`config.mk`:
```
export PLATFORM = sky130hd
export DESIGN_NAME = skit_ctrl
export DESIGN_NICKNAME = d
export VERILOG_FILES = /design/src/design/skit_pkg.sv /design/src/design/skit_ctrl.sv
export SDC_FILE = /design/constraint.sdc
export NUM_CORES = 1
export LEC_CHECK = 0
export BUFFER_PORTS_ARGS = -buffer_cell sky130_fd_sc_hd__buf_2
export CORE_MARGIN = 4
export CORE_UTILIZATION = 44
export CTS_CLUSTER_SIZE = 8
export DETAILED_ROUTE_END_ITERATION = 6
export PLACE_DENSITY = 0.81
export RECOVER_POWER = 25
export SLEW_MARGIN = 20
export SYNTH_ARGS = -nofsm -noshare
export SYNTH_HDL_FRONTEND = slang
export SYNTH_SLANG_ARGS = --single-unit
```
`constraint.sdc`:
```
create_clock -name clk -period 1.57 [get_ports clk]
set_input_delay 0.314 -clock clk [delete_from_list [all_inputs] [get_ports clk]]
set_output_delay 0.314 -clock clk [all_outputs]
set_load 0.05 [all_outputs]
```
`src/design/skit_pkg.sv`:
```
package skit_pkg;

  localparam int CAPACITY = 256;
  localparam int IDX_W    = $clog2(CAPACITY);
  localparam int CNT_W    = $clog2(CAPACITY + 1);
  localparam int KEY_W    = 32;
  localparam int REC_W    = 16;
  localparam int ENT_W    = KEY_W + REC_W;
  localparam int OP_W     = 3;
  localparam int STS_W    = 2;
  localparam int IN_DW    = ((ENT_W + 7) / 8) * 8;
  localparam int OUT_DW   = ((ENT_W + CNT_W + 7) / 8) * 8;

  typedef enum logic [OP_W-1:0] {
    OP_INSERT = 3'd0,
    OP_DELETE = 3'd1,
    OP_LOOKUP = 3'd2,
    OP_CLEAR  = 3'd3,
    OP_FIRST  = 3'd4
  } op_t;

  typedef enum logic [STS_W-1:0] {
    ST_OK   = 2'd0,
    ST_DUP  = 2'd1,
    ST_MISS = 2'd2,
    ST_FULL = 2'd3
  } status_t;

  typedef enum logic [3:0] {
    S_IDLE,
    S_DISPATCH,
    S_SCAN_RD,
    S_SCAN_CK,
    S_DECIDE,
    S_SHU_RD,
    S_SHU_WR,
    S_PUT,
    S_SHD_RD,
    S_SHD_WR,
    S_FIRST_CK,
    S_RESULT
  } state_t;

  typedef enum logic [1:0] {
    RD_IDX,
    RD_JDN,
    RD_JUP,
    RD_ZERO
  } rd_sel_t;

  typedef struct packed {
    logic    capture;
    logic    idx_clr;
    logic    idx_inc;
    logic    pos_ld;
    logic    pos_hit;
    logic    j_ld_cnt;
    logic    j_ld_pos;
    logic    j_dec;
    logic    j_inc;
    logic    rd_en;
    rd_sel_t rd_sel;
    logic    wr_en;
    logic    wr_new;
    logic    cnt_inc;
    logic    cnt_dec;
    logic    cnt_clr;
    logic    res_ld;
    status_t res_status;
    logic    res_found;
    logic    out_ld;
  } dp_cmd_t;

  typedef struct packed {
    logic [OP_W-1:0] op;
    logic            idx_end;
    logic            key_gt;
    logic            match;
    logic            full;
    logic            empty;
    logic            j_gt_pos;
    logic            j1_lt_cnt;
    logic            out_free;
  } dp_sts_t;

endpackage

```
`src/design/skit_ctrl.sv`:
```
module skit_ctrl
  import skit_pkg::*;
(
  input  logic    clk,
  input  logic    rst_n,
  input  logic    in_tvalid,
  output logic    in_tready,
  input  dp_sts_t sts,
  output dp_cmd_t cmd
);

  state_t state_r, state_nxt;

  always_ff @(posedge clk) begin
    if (!rst_n) begin
      state_r <= S_IDLE;
    end else begin
      state_r <= state_nxt;
    end
  end

  always_comb begin
    state_nxt = state_r;
    unique case (state_r)
      S_IDLE: begin
        if (in_tvalid) state_nxt = S_DISPATCH;
      end
      S_DISPATCH: begin
        unique case (sts.op)
          OP_INSERT, OP_DELETE, OP_LOOKUP: state_nxt = S_SCAN_RD;
          OP_FIRST: state_nxt = sts.empty ? S_RESULT : S_FIRST_CK;
          default: state_nxt = S_RESULT;
        endcase
      end
      S_SCAN_RD: begin
        state_nxt = sts.idx_end ? S_DECIDE : S_SCAN_CK;
      end
      S_SCAN_CK: begin
        state_nxt = sts.key_gt ? S_SCAN_RD : S_DECIDE;
      end
      S_DECIDE: begin
        priority if (sts.op == OP_INSERT && !sts.match && !sts.full) begin
          state_nxt = S_SHU_RD;
        end else if (sts.op == OP_DELETE && sts.match) begin
          state_nxt = S_SHD_RD;
        end else begin
          state_nxt = S_RESULT;
        end
      end
      S_SHU_RD: state_nxt = sts.j_gt_pos ? S_SHU_WR : S_PUT;
      S_SHU_WR: state_nxt = S_SHU_RD;
      S_PUT: state_nxt = S_RESULT;
      S_SHD_RD: state_nxt = sts.j1_lt_cnt ? S_SHD_WR : S_RESULT;
      S_SHD_WR: state_nxt = S_SHD_RD;
      S_FIRST_CK: state_nxt = S_RESULT;
      S_RESULT: begin
        if (sts.out_free) state_nxt = S_IDLE;
      end
      default: state_nxt = S_IDLE;
    endcase
  end

  always_comb begin
    cmd = '0;
    cmd.rd_sel = RD_IDX;
    cmd.res_status = ST_OK;
    in_tready = 1'b0;
    unique case (state_r)
      S_IDLE: begin
        in_tready = 1'b1;
        cmd.capture = in_tvalid;
      end
      S_DISPATCH: begin
        unique case (sts.op)
          OP_INSERT, OP_DELETE, OP_LOOKUP: cmd.idx_clr = 1'b1;
          OP_CLEAR: begin
            cmd.cnt_clr = 1'b1;
            cmd.res_ld = 1'b1;
            cmd.res_status = ST_OK;
          end
          OP_FIRST: begin
            if (sts.empty) begin
              cmd.res_ld = 1'b1;
              cmd.res_status = ST_MISS;
            end else begin
              cmd.rd_en = 1'b1;
              cmd.rd_sel = RD_ZERO;
            end
          end
          default: begin
            cmd.res_ld = 1'b1;
            cmd.res_status = ST_MISS;
          end
        endcase
      end
      S_SCAN_RD: begin
        if (sts.idx_end) begin
          cmd.pos_ld = 1'b1;
        end else begin
          cmd.rd_en = 1'b1;
          cmd.rd_sel = RD_IDX;
        end
      end
      S_SCAN_CK: begin
        if (sts.key_gt) begin
          cmd.idx_inc = 1'b1;
        end else begin
          cmd.pos_ld = 1'b1;
          cmd.pos_hit = 1'b1;
        end
      end
      S_DECIDE: begin
        unique case (sts.op)
          OP_INSERT: begin
            if (sts.match) begin
              cmd.res_ld = 1'b1;
              cmd.res_status = ST_DUP;
            end else if (sts.full) begin
              cmd.res_ld = 1'b1;
              cmd.res_status = ST_FULL;
            end else begin
              cmd.j_ld_cnt = 1'b1;
            end
          end
          OP_DELETE: begin
            if (sts.match) begin
              cmd.j_ld_pos = 1'b1;
            end else begin
              cmd.res_ld = 1'b1;
              cmd.res_status = ST_MISS;
            end
          end
          default: begin
            cmd.res_ld = 1'b1;
            cmd.res_status = sts.match ? ST_OK : ST_MISS;
            cmd.res_found = sts.match;
          end
        endcase
      end
      S_SHU_RD: begin
        if (sts.j_gt_pos) begin
          cmd.rd_en = 1'b1;
          cmd.rd_sel = RD_JDN;
        end
      end
      S_SHU_WR: begin
        cmd.wr_en = 1'b1;
        cmd.j_dec = 1'b1;
      end
      S_PUT: begin
        cmd.wr_en = 1'b1;
        cmd.wr_new = 1'b1;
        cmd.cnt_inc = 1'b1;
        cmd.res_ld = 1'b1;
        cmd.res_status = ST_OK;
      end
      S_SHD_RD: begin
        if (sts.j1_lt_cnt) begin
          cmd.rd_en = 1'b1;
          cmd.rd_sel = RD_JUP;
        end else begin
          cmd.cnt_dec = 1'b1;
          cmd.res_ld = 1'b1;
          cmd.res_status = ST_OK;
        end
      end
      S_SHD_WR: begin
        cmd.wr_en = 1'b1;
        cmd.j_inc = 1'b1;
      end
      S_FIRST_CK: begin
        cmd.res_ld = 1'b1;
        cmd.res_status = ST_OK;
        cmd.res_found = 1'b1;
      end
      S_RESULT: begin
        cmd.out_ld = sts.out_free;
      end
      default: begin
        cmd = '0;
      end
    endcase
  end

endmodule

```
==> impl_metrics.json, run 1 <==
{
  "hpwl_um": 3530,
  "synth.yosys.warnings": 0,
  "synthCells": 101,
  "yosysTopAreaCell": "dfxtp_1",
  "synthTopCellsByArea": "dfxtp_1 12%, nor2_1 8.7%, nor3_1 5.8%",
  "async_reset_ff_share_pct": 0,
  "haltStage": "detailed placement",
  "numPortBuffers": 36,
  "syn_nets": 115,
  "ios": 37,
  "die_h_um": 47.5,
  "rows": 13,
  "syn_avg_cell_area_um2": 6.80,
  "synth_cell_types": 43,
  "status": "did not finish",
  "synth_top_flop_cell": "dfxtp_1",
  "initial_core_util_pct": 49.7,
  "gp_congestion": 0.895,
  "synth-edff-count": 0,
  "synth_seq_cells": 4,
  "synth_top_area_share_pct": 11.7,
  "syn-cell-area_um2": 687,
  "yosysSeqAreaShare_pct": 11.7,
  "die_width_um": 47.5,
  "stop_error": "[ERROR DPL-0033] detailed placement checks failed during check placement."
}
cells in the mapped netlist, types with 2 or more instances:
master	count
buf_2	4
dfxtp_1	4
nand2b_1	4
o21ai_0	3
nand3_1	2
a21oi_1	7
nand4_1	2
nor2_1	16
o32ai_1	2
and3_1	2
o22ai_1	2
inv_1	5
a31oi_1	2
a21oi_2	2
nor3_1	8
nor2b_1	2
nand2_1	8
per-stage QoR:
| stage | cells | worst slack [ns] | area, um2 | hold WS, ns |
|---|---|---|---|---|
| floorplan | 101 | -0.247 | 907 | 0.485 |
| global placement | 188 | -0.338 | 1380 | 0.608 |
cells by family after synthesis:
kind of cell / Yosys count / share of synthesized area, %
compound gates: 29 / 34.1
mux: 1 / 1.46
flops: 4 / 11.7
buf+inv: 12 / 8.93
simple gates: 55 / 43.9
==> inputs of run 2 (changes only) <==
--- a/config.mk
+++ b/config.mk
@@ -6,11 +6,10 @@
 export NUM_CORES = 1
 export LEC_CHECK = 0
 export BUFFER_PORTS_ARGS = -buffer_cell sky130_fd_sc_hd__buf_2
-export CORE_MARGIN = 4
-export CORE_UTILIZATION = 44
-export CTS_CLUSTER_SIZE = 8
+export CORE_AREA = 4 4 65 67
 export DETAILED_ROUTE_END_ITERATION = 6
-export PLACE_DENSITY = 0.81
+export DIE_AREA = 0 0 69 71
+export PLACE_DENSITY_LB_ADDON = 0.15
 export RECOVER_POWER = 25
 export SLEW_MARGIN = 20
 export SYNTH_ARGS = -nofsm -noshare
==> run 2 against run 1 <==
Effect of this change: synthesized cell count is the same; area after synthesis is the same; the flow now finishes, with violations (negative setup slack).
==> impl_metrics.json, run 2 <==
{
  "ios": 37,
  "core_area_um2": 3630,
  "synth_cell_types": 43,
  "wl_met3_um": 226,
  "die_width_um": 69,
  "crit_arrival_ns": 1.53,
  "power_mw": 3.20,
  "cts_inserted_buffers": 3,
  "vias_per_cell": 4.65,
  "layout_min_cycle_time_ns": 1.84,
  "rows": 22,
  "end_kind": "primary output",
  "clock-root-buffer": "clkbuf_8",
  "leakagePower_nw": 0.886,
  "wl_met1_um": 1350,
  "cp_data_required_time_ns": 1.26,
  "cts_hold_buf": 0,
  "synth_xor_area_share_pct": 0,
  "yosysTopAreaCell": "dfxtp_1",
  "status": "finished, violations left",
  "final_common_cell": "buf_4",
  "violations": "negative setup slack",
  "synth_top_area_share_pct": 11.7,
  "synth.most_common_cell": "nor2_1",
  "largest-register": "state_r",
  "area_growth_pct": 201,
  "antenna_found_initial": 0,
  "async_reset_ff_share_pct": 0,
  "vias": 1153,
  "grt_pass1_vias": 1290,
  "top_layer_used": "met3",
  "clock_latency_ns": 0.21,
  "crit_path_start": "sts[3]",
  "overflow": 0,
  "rsz0062_at_grt": "yes",
  "synth_top_flop_cell": "dfxtp_1",
  "grt_max_degree": 9,
  "synthTopCellsByArea": "dfxtp_1 12%, nor2_1 8.7%, nor3_1 5.8%",
  "critPathKind": "in -> out",
  "track_usage_pct": 14.1,
  "clockBufferDepth": 2,
  "met2_length_um": 1910,
  "max_freq_ghz": 0.543,
  "finalCoreUtilization_pct": 56.9,
  "grt_pass1_wl_um": 5790,
  "initial_core_util_pct": 18.9,
  "drv_slew": 0,
  "setup_viol": 18,
  "synth_fa_ha_area_share_pct": 0,
  "layout-drive-gt1-share_pct": 81.0,
  "drtIter0Drc": 36,
  "largest_reg_flops": 4,
  "top_regs": "state_r x4",
  "synthMuxAreaShare_pct": 1.46,
  "synth.yosys.warnings": 0,
  "routedWlPerCell_um": 14.1,
  "tightestPinTransition_ns": 0.262,
  "setup_slack_ns": -0.271,
  "min_from": "rst_n",
  "firstDrtPassIters": 5,
  "numPortBuffers": 36,
  "yosysSeqAreaShare_pct": 11.7,
  "ant_nets": 0,
  "die_area_um2": 4900,
  "crit_path_start_kind": "primary input",
  "die_h_um": 71,
  "p_per_area_nw_per_um2": 1550,
  "hold_viol_final": 0,
  "clk_pin_slew_ns": 0.03,
  "crit_fanout": 3,
  "syn_nets": 115,
  "cts_tree": "built",
  "hpwl_um": 2670,
  "synthSimpleGateAreaFrac_pct": 43.9,
  "cap_violations": 0,
  "synth_compound_gate_area_share_pct": 34.1,
  "synthCells": 101,
  "final_cell_mix": "49 x buf_4, 32 x buf_6, 13 x nor2_4, 11 x buf_2, 11 x buf_8",
  "syn_avg_cell_area_um2": 6.80,
  "gp_congestion": 0.823,
  "synth_common_cells": "16 x nor2_1, 8 x nand2_1, 8 x nor3_1, 7 x a21oi_1, 5 x inv_1",
  "setup_tns_ns": -2.50,
  "vdd_drop_max_mv": 0.631,
  "syn-cell-area_um2": 687,
  "num_antenna_cells": 0,
  "numClockSinks": 4,
  "synth_seq_cells": 4,
  "synth_top_family_by_area": "simple AND/OR/NAND/NOR gates",
  "nets": 216,
  "wirelength_um": 3490,
  "finClkSkew_ns": 0.00292,
  "synth-edff-count": 0,
  "ctsHtreeMaxLevel": 1,
  "relSlewSlack_pct": 82.4,
  "r2r-start": "state_r[3]",
  "hold_class": "in -> reg",
  "finalCritPeriodShare_pct": 117,
  "drc": 0
}
## run 2: cell counts after synthesis
Identical to the previous run, type by type.
## run 2: cells by family after synthesis
| logic type | Yosys count |
|---|---|
| muxes | 1 |
| AOI/OAI and AO/OA | 29 |
| buffers and inverters | 12 |
| and+or+nand+nor | 55 |
| DFF | 4 |
## run 2: layout make-up
| class | count | area [um2] |
|---|---|---|
| clock buffers | 3 | 41.3 |
| fillers | 352 | 1570 |
| inverters | 5 | 18.8 |
| multi-input cells | 85 | 905 |
| flip-flops and latches | 4 | 95.1 |
| well taps | 48 | 60.1 |
| repair buffers | 103 | 948 |
## run 2: final timing paths
check	endpoint	slack [ns]	cells after the start
max	cmd[12]	-0.27	6
min	state_r[2]	0.41	3
max reg2reg	state_r[1]	0.09	7
min reg2reg	state_r[1]	0.75	3
## run 2: critical path: stages
cell     delay [ns]
buf_6          0.09
or4b_4         0.57
nor2_4         0.12
a21oi_4        0.05
o31ai_4        0.18
buf_6          0.19
## run 2: timing repair
item / CTS / global route
setup endpoints to repair: 24 / 24
resized for setup: 98 / 21
pin swaps: 18 / 9
gates cloned: 1 / 0
setup buffers: 8 / 8
## run 2: per-stage QoR
stage               area (um2)  hold WS [ns]  cells  worst slack [ns]
floorplan                  907         0.485    101            -0.247
global placement          1490         0.628    230            -0.348
detailed placement        1490         0.639    230            -0.386
CTS                       1950         0.407    242            -0.273
global route              2070         0.432    248            -0.295
finish                    2070         0.414    248            -0.271
## run 2: metal layers
layer / vias up / GRT usage [%]
li1: 572 / -
met1: 545 / 16.3
met2: 36 / 26.2
met3: 0 / 3.98
met4: 0 / 1.95
met5: - / 0
## run 2: power breakdown
part	switching (mW)	internal (mW)
Sequential	0.0977	0.164
Clock	0.0467	0.163
Combinational	1.42	1.31
No activity file was read; power rests on OpenSTA's default activity.
==> inputs of run 3 (changes only) <==
--- a/config.mk
+++ b/config.mk
@@ -9,6 +9,8 @@
 export CORE_AREA = 4 4 65 67
 export DETAILED_ROUTE_END_ITERATION = 6
 export DIE_AREA = 0 0 69 71
+export GPL_TIMING_DRIVEN = 0
+export MAX_ROUTING_LAYER = met4
 export PLACE_DENSITY_LB_ADDON = 0.15
 export RECOVER_POWER = 25
 export SLEW_MARGIN = 20
==> run 3 against run 2 <==
Effect of this change: the flow still finishes with violations (negative setup slack); routed wire length decreased by 6.5%; global-route usage grew 0.44 points; worst hold slack barely moved; sequential share of layout area is 0.26 points higher; total power is 2.8% lower; register-to-register slack hardly changed; clock skew hardly changed; combinational power fell by 2%; clock-buffer cell count unchanged; first-iteration DRC count up 25%; highest routed layer is now met4.
==> impl_metrics.json, run 3 (synthesis results as in run 2) <==
{
  "grt_pass1_vias": 1160,
  "p_per_area_nw_per_um2": 1680,
  "vdd_drop_max_mv": 0.563,
  "ios": 37,
  "area_growth_pct": 170,
  "largest_reg_flops": 4,
  "drc": 0,
  "wirelength_um": 3260,
  "status": "finished, violations left",
  "top_regs": "state_r x4",
  "rsz0062_at_grt": "yes",
  "clk_pin_slew_ns": 0.03,
  "hpwl_um": 2240,
  "num_antenna_cells": 0,
  "end_kind": "primary output",
  "cap_violations": 0,
  "cts_tree": "built",
  "wl_met1_um": 1480,
  "setup_slack_ns": -0.254,
  "hold_viol_final": 0,
  "drtIter0Drc": 45,
  "wl_met3_um": 161,
  "routedWlPerCell_um": 15.0,
  "vias": 1090,
  "max_freq_ghz": 0.548,
  "nets": 185,
  "grt_max_degree": 11,
  "stdcell_area_um2": 1860,
  "finClkSkew_ns": 0.00334,
  "final_cell_mix": "26 x buf_6, 22 x buf_4, 11 x nor2_4, 11 x buf_2, 10 x buf_8",
  "setup_viol": 17,
  "layout-drive-gt1-share_pct": 78.1,
  "crit_arrival_ns": 1.51,
  "cts_inserted_buffers": 3,
  "drv_slew": 0,
  "gp_congestion": 0.799,
  "violations": "negative setup slack",
  "tightestPinTransition_ns": 0.468,
  "final_common_cell": "buf_6",
  "leakagePower_nw": 0.745,
  "whs_ns": 0.413,
  "numClockSinks": 4,
  "crit_fanout": 3,
  "crit_path_start_kind": "primary input",
  "largest-register": "state_r",
  "critPathKind": "in -> out",
  "ant_nets": 0,
  "numPortBuffers": 36,
  "placed_area_um2": 1150,
  "die_width_um": 69,
  "ctsHtreeMaxLevel": 1,
  "die_area_um2": 4900,
  "clock_latency_ns": 0.21,
  "clock-root-buffer": "clkbuf_8",
  "clockBufferDepth": 2,
  "overflow": 0,
  "vias_per_cell": 5.02,
  "die_h_um": 71,
  "track_usage_pct": 14.5,
  "setup_tns_ns": -2.06,
  "place_ws_ns": -0.415,
  "antenna_found_initial": 0,
  "met2_length_um": 1610,
  "rows": 22,
  "initial_core_util_pct": 18.9,
  "cp_data_required_time_ns": 1.26,
  "layout_min_cycle_time_ns": 1.82,
  "relSlewSlack_pct": 68.6,
  "cts_hold_buf": 0,
  "core_area_um2": 3630,
  "finalCritPeriodShare_pct": 116,
  "grt_pass1_wl_um": 5700,
  "firstDrtPassIters": 4,
  "hold_class": "in -> reg",
  "top_layer_used": "met4"
}
==> run 3: path summary, 6_finish.rpt <==
| check | start | to | slack (ns) | cells after the start |
|---|---|---|---|---|
| max | sts[3] | cmd[12] | -0.25 | 6 |
| min | rst_n | state_r[2] | 0.41 | 3 |
| max reg2reg | state_r[1] | state_r[2] | 0.10 | 7 |
| min reg2reg | state_r[2] | state_r[0] | 0.72 | 3 |
==> run 3: power breakdown <==
part           total (mW)  internal (mW)  switching (mW)
Sequential          0.220          0.156          0.0638
Combinational        2.68           1.21            1.47
Clock               0.211          0.163          0.0482
==> run 3: cell type report <==
class / count / area, um2
plain buffers: 7 / 109
well taps: 48 / 60.1
multi-input cells: 85 / 922
inverters: 5 / 18.8
clock buffers: 3 / 41.3
flip-flops and latches: 4 / 90.1
fillers: 356 / 1780
repair buffers: 65 / 614
==> run 3: metrics by stage <==
step                      instances  utilization [%]  power (mW)
after global placement          185             31.6        1.83
after detailed placement        185             31.6        1.83
after global routing            217             51.1        3.28
after CTS                       212             48.7        2.97
final                           217             51.1        3.11
after floorplan                 101                -        1.50
==> run 3: worst max-delay path: stages <==
cell and delay (ns):
buf_6 0.09, or4b_4 0.57, nor2_4 0.12, a21oi_4 0.05, o31ai_4 0.17, buf_6 0.18
==> run 3: routing by layer <==
metal | up-vias | global-route usage, %
li1 | 515 | -
met1 | 535 | 18.3
met2 | 38 | 23.5
met3 | 2 | 3.55
met4 | 0 | 2.82
met5 | - | -
==> run 3: timing repair <==
action / in CTS / in global routing
endpoints found under the setup margin: 24 / 22
gates cloned: 2 / 0
gates resized for setup: 111 / 13
buffers inserted: 22 / 7
pin swaps: 16 / 8
==> inputs of run 4 (changes only) <==
--- a/config.mk
+++ b/config.mk
@@ -7,6 +7,7 @@
 export LEC_CHECK = 0
 export BUFFER_PORTS_ARGS = -buffer_cell sky130_fd_sc_hd__buf_2
 export CORE_AREA = 4 4 65 67
+export CTS_CLUSTER_DIAMETER = 100
 export DETAILED_ROUTE_END_ITERATION = 6
 export DIE_AREA = 0 0 69 71
 export GPL_TIMING_DRIVEN = 0
@@ -17,3 +18,4 @@
 export SYNTH_ARGS = -nofsm -noshare
 export SYNTH_HDL_FRONTEND = slang
 export SYNTH_SLANG_ARGS = --single-unit
+export TNS_END_PERCENT = 10
==> run 4 against run 3 <==
Effect of this change: the flow still finishes with violations (negative setup slack); routed wire length fell by 19%; setup slack got worse by 0.022 ns; core utilization decreased by 12 points; critical path type unchanged; critical endpoint unchanged; largest power group unchanged.
==> impl_metrics.json, run 4 (synthesis results as in run 2) <==
{
  "status": "finished, violations left",
  "violations": "negative setup slack",
  "clk_pin_slew_ns": 0.03,
  "clock-root-buffer": "clkbuf_8",
  "drtIter0Drc": 69,
  "grt_max_degree": 11,
  "cts_hold_buf": 0,
  "crit_arrival_ns": 1.53,
  "num_antenna_cells": 0,
  "finClkSkew_ns": 0.00123,
  "numClockSinks": 4,
  "grt_pass1_vias": 963,
  "largest_reg_flops": 4,
  "pwr-share-seq_pct": 8.4,
  "regArea_um2": 86.3,
  "relSlewSlack_pct": 67.3,
  "min_to": "state_r[2]",
  "reg2reg_to": "state_r[1]",
  "critPathKind": "in -> out",
  "area_growth_pct": 109,
  "final_common_cell": "buf_6",
  "overflow": 0,
  "fillerInstances": 396,
  "cts_tree": "built",
  "combPwrFrac_pct": 82.8,
  "place_ws_ns": -0.408,
  "p_switching_mw": 1.27,
  "gp_congestion": 0.793,
  "min_from": "rst_n",
  "layout_min_cycle_time_ns": 1.85,
  "vdd_drop_max_mv": 0.450,
  "cap_violations": 0,
  "clock_power_share_pct": 8.8,
  "track_usage_pct": 11.2,
  "hold_viol_final": 0,
  "core_area_um2": 3630,
  "initial_core_util_pct": 18.9,
  "drv_slew": 0,
  "die_area_um2": 4900,
  "r2r-start": "state_r[2]",
  "swShare_pct": 53.7,
  "end_kind": "primary output",
  "crit_path_start": "sts[8]",
  "ctsHtreeMaxLevel": 1,
  "ant_nets": 0,
  "holdPathStages": 3,
  "hpwl_um": 2030,
  "layout-drive-gt1-share_pct": 66.9,
  "hold_class": "in -> reg",
  "drc": 0,
  "setup_viol": 20,
  "clockBufferDepth": 2,
  "clock_latency_ns": 0.21,
  "crit_path_start_kind": "primary input",
  "multi_input_area_um2": 751,
  "leakagePower_nw": 0.580,
  "wirelength_um": 2630,
  "r2r_slack_ns": -0.08,
  "vias_per_cell": 4.71,
  "finalCritPeriodShare_pct": 118,
  "numPortBuffers": 36,
  "power_mw": 2.37,
  "largest-register": "state_r",
  "cts_inserted_buffers": 3,
  "internal_power_mw": 1.09,
  "setup_slack_ns": -0.276,
  "top_regs": "state_r x4",
  "ios": 37,
  "rsz0062_at_grt": "yes",
  "grt_pass1_wl_um": 4400,
  "nets": 164,
  "rows": 22,
  "whs_ns": 0.417,
  "tightestPinTransition_ns": 0.490,
  "firstDrtPassIters": 4,
  "setup_tns_ns": -2.53,
  "routedWlPerCell_um": 13.4,
  "antenna_found_initial": 0,
  "rr_worst_depth": 8,
  "die_width_um": 69,
  "max_freq_ghz": 0.542,
  "cp_data_required_time_ns": 1.26,
  "vias": 923,
  "die_h_um": 71,
  "crit_fanout": 7,
  "final_cell_mix": "23 x buf_6, 12 x buf_4, 12 x buf_2",
  "p_per_area_nw_per_um2": 1650
}
[run 4: cell count changes in the layout (fill, tap and decap cells not counted), moves of 2 or more]
cell      change
nor2_1        +3
nor2_4        -8
buf_6         -3
nand2_4       -2
nand2_8       -2
nor2_2        +5
nand2_2       +3
buf_8         -8
nand2b_1      +2
buf_4        -10
[run 4: worst max-delay path by stage]
stage                   end
floorplan           cmd[12]
global placement    cmd[12]
detailed placement  cmd[12]
CTS                 cmd[12]
global route        cmd[12]
finish              cmd[12]
[run 4: power by group through the flow]
stage                     Combinational (mW)  Clock, mW  Sequential, mW
after floorplan                         1.19          0           0.164
after global placement                  1.49          0           0.174
after detailed placement                1.48          0           0.176
after CTS                               1.91      0.217           0.190
after global routing                    2.08      0.226           0.201
final                                   1.96      0.209           0.198
[run 4: timing repair]
item	CTS	global route
gates resized for setup	74	11
endpoints found under the setup margin	23	24
pin swaps	6	3
buffers inserted	8	0
[run 4: critical path, cell delays in order]
cell and delay (ns):
buf_6 0.11, or4b_4 0.57, nor2_4 0.10, a21oi_2 0.06, o31ai_4 0.19, buf_6 0.19
[run 4: area by class of cell]
class / instances / area share (%)
inverter: 5 / 1.31
tap: 48 / 4.18
sequential: 4 / 6.01
timing repair buffer: 44 / 26.7
clock buffer: 3 / 2.87
buffer: 7 / 6.71
multi-input combinational: 85 / 52.3
[run 4: per-layer routing]
layer / part of all wire [%] / vias up / global-route usage (%)
met5: 0 / - / -
met4: 0 / 0 / 2.60
met3: 4.0 / 0 / 2.41
met1: 46 / 431 / 14.2
met2: 50 / 25 / 18.1
li1: - / 467 / -
[run 4: stage by stage]
stage | area (um2) | std cells | utilization, %
after global placement | 1060 | 185 | 29.1
after CTS | 1400 | 196 | 38.6
after floorplan | 817 | 101 | -
after global routing | 1440 | 196 | 39.5
final | 1440 | 196 | 39.5
after detailed placement | 1060 | 185 | 29.1
